### src/design/pol_pkg.sv
// Package for the positional ordered list: request and response types,
// command and status codes, and the control word broadcast to the cells.
// No dependencies.
package pol_pkg;

   localparam int CNT_W = 7;

   localparam logic [2:0] CMD_INS_FRONT = 3'd0;
   localparam logic [2:0] CMD_INS_BACK  = 3'd1;
   localparam logic [2:0] CMD_INS_POS   = 3'd2;
   localparam logic [2:0] CMD_DEL_FRONT = 3'd3;
   localparam logic [2:0] CMD_DEL_BACK  = 3'd4;
   localparam logic [2:0] CMD_DEL_POS   = 3'd5;
   localparam logic [2:0] CMD_DUMP      = 3'd6;

   localparam logic [2:0] STAT_OK      = 3'd0;
   localparam logic [2:0] STAT_INVALID = 3'd1;
   localparam logic [2:0] STAT_BOUNDS  = 3'd2;
   localparam logic [2:0] STAT_EMPTY   = 3'd3;
   localparam logic [2:0] STAT_FULL    = 3'd4;

   localparam logic [1:0] CELL_HOLD   = 2'd0;
   localparam logic [1:0] CELL_INSERT = 2'd1;
   localparam logic [1:0] CELL_DELETE = 2'd2;
   localparam logic [1:0] CELL_ROTATE = 2'd3;

   typedef struct packed {
      logic [2:0]         command;
      logic signed [31:0] value;
      logic [7:0]         position;
   } req_type;

   typedef struct packed {
      logic [2:0]         status;
      logic signed [31:0] entry;
      logic [6:0]         length;
      logic               last;
   } rsp_type;

   typedef struct packed {
      logic [1:0]       op;
      logic [CNT_W-1:0] idx;
      logic [CNT_W-1:0] count;
   } cell_ctrl_type;

endpackage

### src/design/pol_cell.sv
// One cell of the list chain: holds a single entry and takes its next value
// from its left or right neighbour, the insert value or the head of the chain.
// Depends on pol_pkg.
module pol_cell
   import pol_pkg::*;
#(
   parameter int IDX = 0
) (
   input  logic                clock,
   input  cell_ctrl_type       ctrl,
   input  logic signed [31:0]  value,
   input  logic signed [31:0]  left_data,
   input  logic signed [31:0]  right_data,
   input  logic signed [31:0]  head_data,
   output logic signed [31:0]  data
);

   localparam logic [CNT_W-1:0] MY_IDX  = CNT_W'(IDX);
   localparam logic [CNT_W-1:0] MY_NEXT = CNT_W'(IDX + 1);

   logic signed [31:0] data_ff;
   logic signed [31:0] data_in;

   always_comb begin
      data_in = data_ff;
      case (ctrl.op)
         CELL_INSERT: begin
            if (MY_IDX > ctrl.idx) data_in = left_data;
            else if (MY_IDX == ctrl.idx) data_in = value;
         end
         CELL_DELETE: begin
            if (MY_IDX >= ctrl.idx) data_in = right_data;
         end
         CELL_ROTATE: begin
            // The cell at the tail of the occupied run receives the old head.
            if (MY_NEXT == ctrl.count) data_in = head_data;
            else if (MY_NEXT < ctrl.count) data_in = right_data;
         end
         default: data_in = data_ff;
      endcase
   end

   always_ff @(posedge clock) begin
      data_ff <= data_in;
   end

   assign data = data_ff;

endmodule

### src/design/positional_ordered_list.sv
// Top level of the positional ordered list: command decode, fill count,
// dump sequencer and response register around a chain of pol_cell instances.
// Depends on pol_pkg and pol_cell.
//
//   channel  | direction | handshake            | payload
//   ---------+-----------+----------------------+----------------------------
//   req      | in        | req_valid, req_stall | req_data  (req_type)
//   rsp      | out       | rsp_valid, rsp_stall | rsp_data  (rsp_type)
//
// An insert or a delete moves every cell at once, so the whole list shifts by
// one position when the request is accepted. A dump of n entries first enters
// the dump state, then gives one response per cycle while the response is not
// stalled; the chain rotates by one cell per response, which leaves the list in
// its original order. Reset (synchronous, active high) empties the list and
// the response register; the entry storage itself is not cleared.
// A stalled response holds the response register, and no request is taken
// until that register can be loaded.
module positional_ordered_list
   import pol_pkg::*;
#(
   parameter int DEPTH = 16
) (
   input  logic    clock,
   input  logic    reset,
   input  logic    req_valid,
   output logic    req_stall,
   input  req_type req_data,
   output logic    rsp_valid,
   input  logic    rsp_stall,
   output rsp_type rsp_data
);

   localparam logic [CNT_W-1:0] DEPTH_C = CNT_W'(DEPTH);

   localparam logic ST_IDLE = 1'b0;
   localparam logic ST_DUMP = 1'b1;

   // Control state.
   logic             state_ff, state_in;
   logic [CNT_W-1:0] count_ff, count_in;
   logic [CNT_W-1:0] dump_left_ff, dump_left_in;
   logic             rsp_valid_ff, rsp_valid_in;
   rsp_type          rsp_ff, rsp_in;

   logic             out_free;
   logic             req_fire;
   cell_ctrl_type    ctrl;

   logic signed [31:0] cell_data [DEPTH];

   // The response register may be loaded when it is empty or being drained.
   assign out_free  = !rsp_valid_ff || !rsp_stall;
   assign req_stall = (state_ff == ST_DUMP) || !out_free;
   assign req_fire  = req_valid && !req_stall;

   assign rsp_valid = rsp_valid_ff;
   assign rsp_data  = rsp_ff;

   // Command decode, status checks and the control word for the cells.
   always_comb begin
      logic [8:0] pos_ext;
      logic [8:0] cnt_ext;
      logic [2:0] status;
      pos_ext = {1'b0, req_data.position};
      cnt_ext = 9'(count_ff);
      status  = STAT_OK;

      state_in     = state_ff;
      count_in     = count_ff;
      dump_left_in = dump_left_ff;
      rsp_valid_in = rsp_valid_ff && rsp_stall;
      rsp_in       = rsp_ff;
      ctrl.op      = CELL_HOLD;
      ctrl.idx     = '0;
      ctrl.count   = count_ff;

      if (req_fire) begin
         case (req_data.command)
            CMD_INS_FRONT: begin
               if (count_ff >= DEPTH_C) status = STAT_FULL;
               else begin
                  ctrl.op  = CELL_INSERT;
                  ctrl.idx = '0;
               end
            end
            CMD_INS_BACK: begin
               if (count_ff >= DEPTH_C) status = STAT_FULL;
               else begin
                  ctrl.op  = CELL_INSERT;
                  ctrl.idx = count_ff;
               end
            end
            CMD_INS_POS: begin
               if (req_data.position == 8'd0) status = STAT_INVALID;
               else if (count_ff >= DEPTH_C) status = STAT_FULL;
               else if (pos_ext > cnt_ext + 9'd1) status = STAT_BOUNDS;
               else begin
                  ctrl.op  = CELL_INSERT;
                  ctrl.idx = CNT_W'(pos_ext - 9'd1);
               end
            end
            CMD_DEL_FRONT: begin
               if (count_ff == '0) status = STAT_EMPTY;
               else begin
                  ctrl.op  = CELL_DELETE;
                  ctrl.idx = '0;
               end
            end
            CMD_DEL_BACK: begin
               if (count_ff == '0) status = STAT_EMPTY;
               else begin
                  ctrl.op  = CELL_DELETE;
                  ctrl.idx = count_ff - CNT_W'(1);
               end
            end
            CMD_DEL_POS: begin
               if (req_data.position == 8'd0) status = STAT_INVALID;
               else if (count_ff == '0) status = STAT_EMPTY;
               else if (pos_ext > cnt_ext) status = STAT_BOUNDS;
               else begin
                  ctrl.op  = CELL_DELETE;
                  ctrl.idx = CNT_W'(pos_ext - 9'd1);
               end
            end
            CMD_DUMP: begin
               if (count_ff == '0) status = STAT_EMPTY;
            end
            default: status = STAT_INVALID;
         endcase

         if (ctrl.op == CELL_INSERT) count_in = count_ff + CNT_W'(1);
         else if (ctrl.op == CELL_DELETE) count_in = count_ff - CNT_W'(1);

         if (req_data.command == CMD_DUMP && count_ff != '0) begin
            // Responses follow from the dump sequencer.
            state_in     = ST_DUMP;
            dump_left_in = count_ff;
         end else begin
            rsp_valid_in  = 1'b1;
            rsp_in.status = status;
            rsp_in.entry  = '0;
            rsp_in.length = 7'(count_in);
            rsp_in.last   = 1'b1;
         end
      end else if (state_ff == ST_DUMP && out_free) begin
         // Emit the head and rotate the occupied run by one cell.
         ctrl.op       = CELL_ROTATE;
         rsp_valid_in  = 1'b1;
         rsp_in.status = STAT_OK;
         rsp_in.entry  = cell_data[0];
         rsp_in.length = 7'(count_ff);
         rsp_in.last   = (dump_left_ff == CNT_W'(1));
         dump_left_in  = dump_left_ff - CNT_W'(1);
         if (dump_left_ff == CNT_W'(1)) state_in = ST_IDLE;
      end
   end

   // The cell chain.
   for (genvar i = 0; i < DEPTH; i++) begin : g_cell
      logic signed [31:0] left_d;
      logic signed [31:0] right_d;
      if (i == 0) begin : g_head
         assign left_d = req_data.value;
      end else begin : g_body
         assign left_d = cell_data[i-1];
      end
      if (i == DEPTH - 1) begin : g_tail
         assign right_d = cell_data[i];
      end else begin : g_mid
         assign right_d = cell_data[i+1];
      end
      pol_cell #(.IDX(i)) u_cell (
         .clock      (clock),
         .ctrl       (ctrl),
         .value      (req_data.value),
         .left_data  (left_d),
         .right_data (right_d),
         .head_data  (cell_data[0]),
         .data       (cell_data[i])
      );
   end

   always_ff @(posedge clock) begin
      if (reset) begin
         state_ff     <= ST_IDLE;
         count_ff     <= '0;
         dump_left_ff <= '0;
         rsp_valid_ff <= 1'b0;
      end else begin
         state_ff     <= state_in;
         count_ff     <= count_in;
         dump_left_ff <= dump_left_in;
         rsp_valid_ff <= rsp_valid_in;
      end
      rsp_ff <= rsp_in;
   end

   // The fill count never exceeds the chain length.
   assert property (@(posedge clock) disable iff (reset) count_ff <= DEPTH_C)
      else $error("fill count beyond depth");

   // During a dump there is always at least one entry left to send.
   assert property (@(posedge clock) disable iff (reset)
      (state_ff == ST_DUMP) |-> (dump_left_ff != '0 && dump_left_ff <= count_ff))
      else $error("dump counter out of range");

   // The list length only changes in a cycle in which a request is taken.
   assert property (@(posedge clock) disable iff (reset)
      !req_fire |=> count_ff == $past(count_ff))
      else $error("fill count changed without a request");

   // The final dump response returns the sequencer to idle.
   assert property (@(posedge clock) disable iff (reset)
      (state_ff == ST_DUMP && out_free && dump_left_ff == CNT_W'(1))
         |=> (state_ff == ST_IDLE && rsp_valid_ff && rsp_ff.last))
      else $error("dump did not finish with a last response");

endmodule

### config.mk
export PLATFORM = sky130hd
export DESIGN_NAME = positional_ordered_list
export DESIGN_NICKNAME = d
export VERILOG_FILES = /design/src/design/pol_pkg.sv /design/src/design/pol_cell.sv /design/src/design/positional_ordered_list.sv
export SDC_FILE = /design/constraint.sdc
export NUM_CORES = 2
export LEC_CHECK = 0
export BUFFER_PORTS_ARGS = -buffer_cell sky130_fd_sc_hd__buf_2
export CORE_ASPECT_RATIO = 1.25
export CORE_UTILIZATION = 55
export DETAILED_ROUTE_END_ITERATION = 8
export HOLD_SLACK_MARGIN = 0.1
export PLACE_DENSITY_LB_ADDON = 0.2
export SKIP_LAST_GASP = 1
export SLEW_MARGIN = 20
export SYNTH_ARGS = -nofsm -noshare
export SYNTH_HDL_FRONTEND = slang
export SYNTH_HIERARCHICAL = 1
export SYNTH_SLANG_ARGS = --single-unit
### constraint.sdc
create_clock -name clock -period 18.4 [get_ports clock]
set_input_delay 2.76 -clock clock [delete_from_list [all_inputs] [get_ports clock]]
set_output_delay 2.76 -clock clock [all_outputs]
set_load 0.01 [all_outputs]
==> results.md <==
- Internal: 2810 uW
- Seq/Total Area, Yosys: 41.4%
- Count of yosys warnings during synthesis: 6
- Die X: 246 microns
- Global-route congestion overflow total: 0
- Largest area contributor in the synthesized netlist: edfxtp_1
- # setup viols final: 0
- Hold-fix buffers at CTS: 0
- Num CTS Buffers: 61
- # IOs: 92
- CTS H-tree depth: 2
- Most common cell after layout, fill and taps aside: edfxtp_1
- Net Switching: 1520 uW
- CP Data Arrival Time: 8.26 ns
- WS Path Type: in -> reg
- Crit. End Element: flip-flop
- Largest net degree at the start of global routing: 208
- CTS tree: yes
- Main area contributors after synthesis: edfxtp_1 (41%), mux2i_1 (13%), nor4b_2 (4.2%), a211oi_1 (4.2%), nor2_1 (2.6%)
- Die area: 75600 sq um
- DP Wirelength: 87700 microns
- Post-layout nets: 3707
- Post-synthesis sequential element count: 571
- Placed Area: 41300 sq um
- Commonest cells after routing, fill and taps aside: edfxtp_1 (555), mux2i_1 (545), nor2_1 (280)
- Clk sinks: 571
- Syn Area/Cell: 10.8 sq um
- Synth top area share: 40.7%
- First-pass GRT wire length: 212000 microns
- Post-synthesis async set-or-reset flop share: 0%
- Post-CTS sizing: 0
- Synthesis-to-layout area growth: 5.69%
- Worst slew pin tran: 1.19 ns
- Initial Util: 55.8%
- Post-CTS Setup Inserts: 0
- Worst-path clk slew: 0.06 ns
- CP Max Fanout: 207
- Worst Setup Start Kind: input pin
- Antenna Nets Post-Route: 0
- Total Routing Usage GR: 36.2%
- Drt wl/cell: 30.1 microns
- Vias per cell: 7.33
- CTS max path bufs: 3
- Synth unique cells: 102
- Most Frequent Cell on Critical Path: buf_4
- Slowest cell on crit path: buf_4
- Initial antenna violation count: 4
- Status: finished clean
- Core footprint: 73500 sq um
- Final Power: 4330 uW
- RSZ-0062 raised after global routing: false
- Hold Violations, Final: 0
- Post-route cell area: 43300 sq um
- Met1 Usage GRT: 45.7%
- Syn Std Cell Area: 41000 sq um
- CTS Root Cell: clkbuf_16
- Hold Path Class: reg -> reg
- Crit path required time: 18.80 ns
- EDFF count, synth: 555
- Cell Rows: 111
- Pwr/cell area: 100 nW/um^2
- Setup_tns: 0 ns
- Detailed-route via count: 34100
- Initial DRC Count: 4052
- Top_reg_cell synth: edfxtp_1
- DRT Pass-1 Iters: 6
- Vias in the first global route: 34000
- Leak pwr: 0.0141 uW
- CP Cell Sequence: buf_2, ha_1, nand4b_4, or4b_4, o21ai_2, o21bai_1, nand2_4, buf_12, buf_4, buf_4, nor2_1, a2111oi_0
- # DRC: 0
- Final min period: 7.86 ns
- Sw frac: 35.1%
- Top Usage Layer GRT: met2
- Die height: 307 microns
- Fmax: 0.127 GHz
- Clk_skew: 0.0345 ns
- Layout cells sized above 1: 16.2%
- Gate Count Post-Synth: 3783
- Max-cap viol count: 0
- Slowest stage delay, CP: 0.93 ns
- Clock share of power: 28.5%
- Max-slew headroom: 20.4%
- Slew Limit Fails: 0
- RePlAce Congestion: 0.898
- Crit share post-route: 42.7%
- Sequential Power Share: 42.6%
- Synth Net Count: 3852
- Met3 GRT Util: 5.85%
- Port bufs: 91
- Clock Latency Late Sink: 0.68 ns
- Logic gate share of total power: 29.0%
- Maximum VDD drop: 0.0000937 V
- Met2 Usage GRT: 59.6%
- WL final: 140000 microns
-- power by group through the flow --
stage | registers [uW] | clock network [uW] | logic, uW
finish | 1840 | 1230 | 1250
global route | 1860 | 1280 | 1320
CTS | 1840 | 1240 | 1220
global placement | 1860 | 0 | 1180
detailed placement | 1860 | 0 | 1220
floorplan | 1830 | 0 | 876
-- synth_stat cells (all sizes together), types with 66 or more instances --
master,count
a211oi,233
a22oi,66
edfxtp,555
buf,241
a31oi,100
o21ai,128
a21oi,219
nor2,288
nor4b,133
nand2,131
nand2b,169
a2111oi,164
nand3,92
nor3,89
clkbuf,167
mux2i,545
-- final cells by class --
type / count / area (sq um)
multi-input combinational: 2765 / 21700
antenna: 2 / 5.00
clock inverter: 41 / 315
sequential: 571 / 17000
inverter: 39 / 146
timing repair buffer: 200 / 1350
tap: 960 / 1200
fill: 6106 / 30200
clock buffer: 71 / 1590
-- critical path, delay by kind of cell --
kind | cells | cell delay [ns]
AOI/OAI and AO/OA | 3 | 0.83
adders and majority gates | 1 | 0.36
buffers and inverters | 4 | 2.40
and+or+nand+nor | 4 | 1.39
-- path summary, 6_finish.rpt --
path / start / to / slack [ns] / depth (start not counted)
setup / recovery: req_data[6] / g_cell[5].u_cell/data[28] / 10.54 / 12
hold / removal: dump_left_ff[3] / dump_left_ff[3] / 0.52 / 2
setup reg to reg: count_ff[0] / g_cell[15].u_cell/data[0] / 12.25 / 16
hold reg to reg: dump_left_ff[3] / dump_left_ff[3] / 0.52 / 2
-- layer usage --
layer	share of wire, %	routed length, microns
met2	48	67200
met4	4.8	6670
met3	8.9	12500
met5	0	0
met1	38	53400
-- cell families (layout without fill, tap and decap cells) --
logic type	count (synthesis)	count (layout)	share of synthesized area, %
buffers and inverters	447	351	6.41
and+or+nand+nor	1105	1105	17.7
xor gates and xnor gates	19	19	0.406
other	0	2	0
adders and majority gates	22	22	0.672
muxes	580	580	14.3
DFF	571	571	41.4
AOI/OAI and AO/OA	1039	1039	19.0
-- metrics by stage --
stage	setup slack, ns	std cells	hold slack [ns]	util [%]
after floorplan	10.37	3783	0.467	-
after CTS	10.92	4645	0.529	58.9
after detailed placement	10.24	4533	0.521	56.3
after global routing	10.29	4649	0.569	59.0
after global placement	10.38	4532	0.497	56.2
final	10.54	4649	0.525	59.0
-- sequential cells by signal, summed over array words and instances, names as in the netlist --
| signal | cells |
|---|---|
| count_ff | 7 |
| dump_left_ff | 7 |
| g_cell.u_cell/data | 512 |
| rsp_data | 43 |
| rsp_valid | 1 |
| state_ff | 1 |
Note: power is estimated with default switching activity, not from simulation.
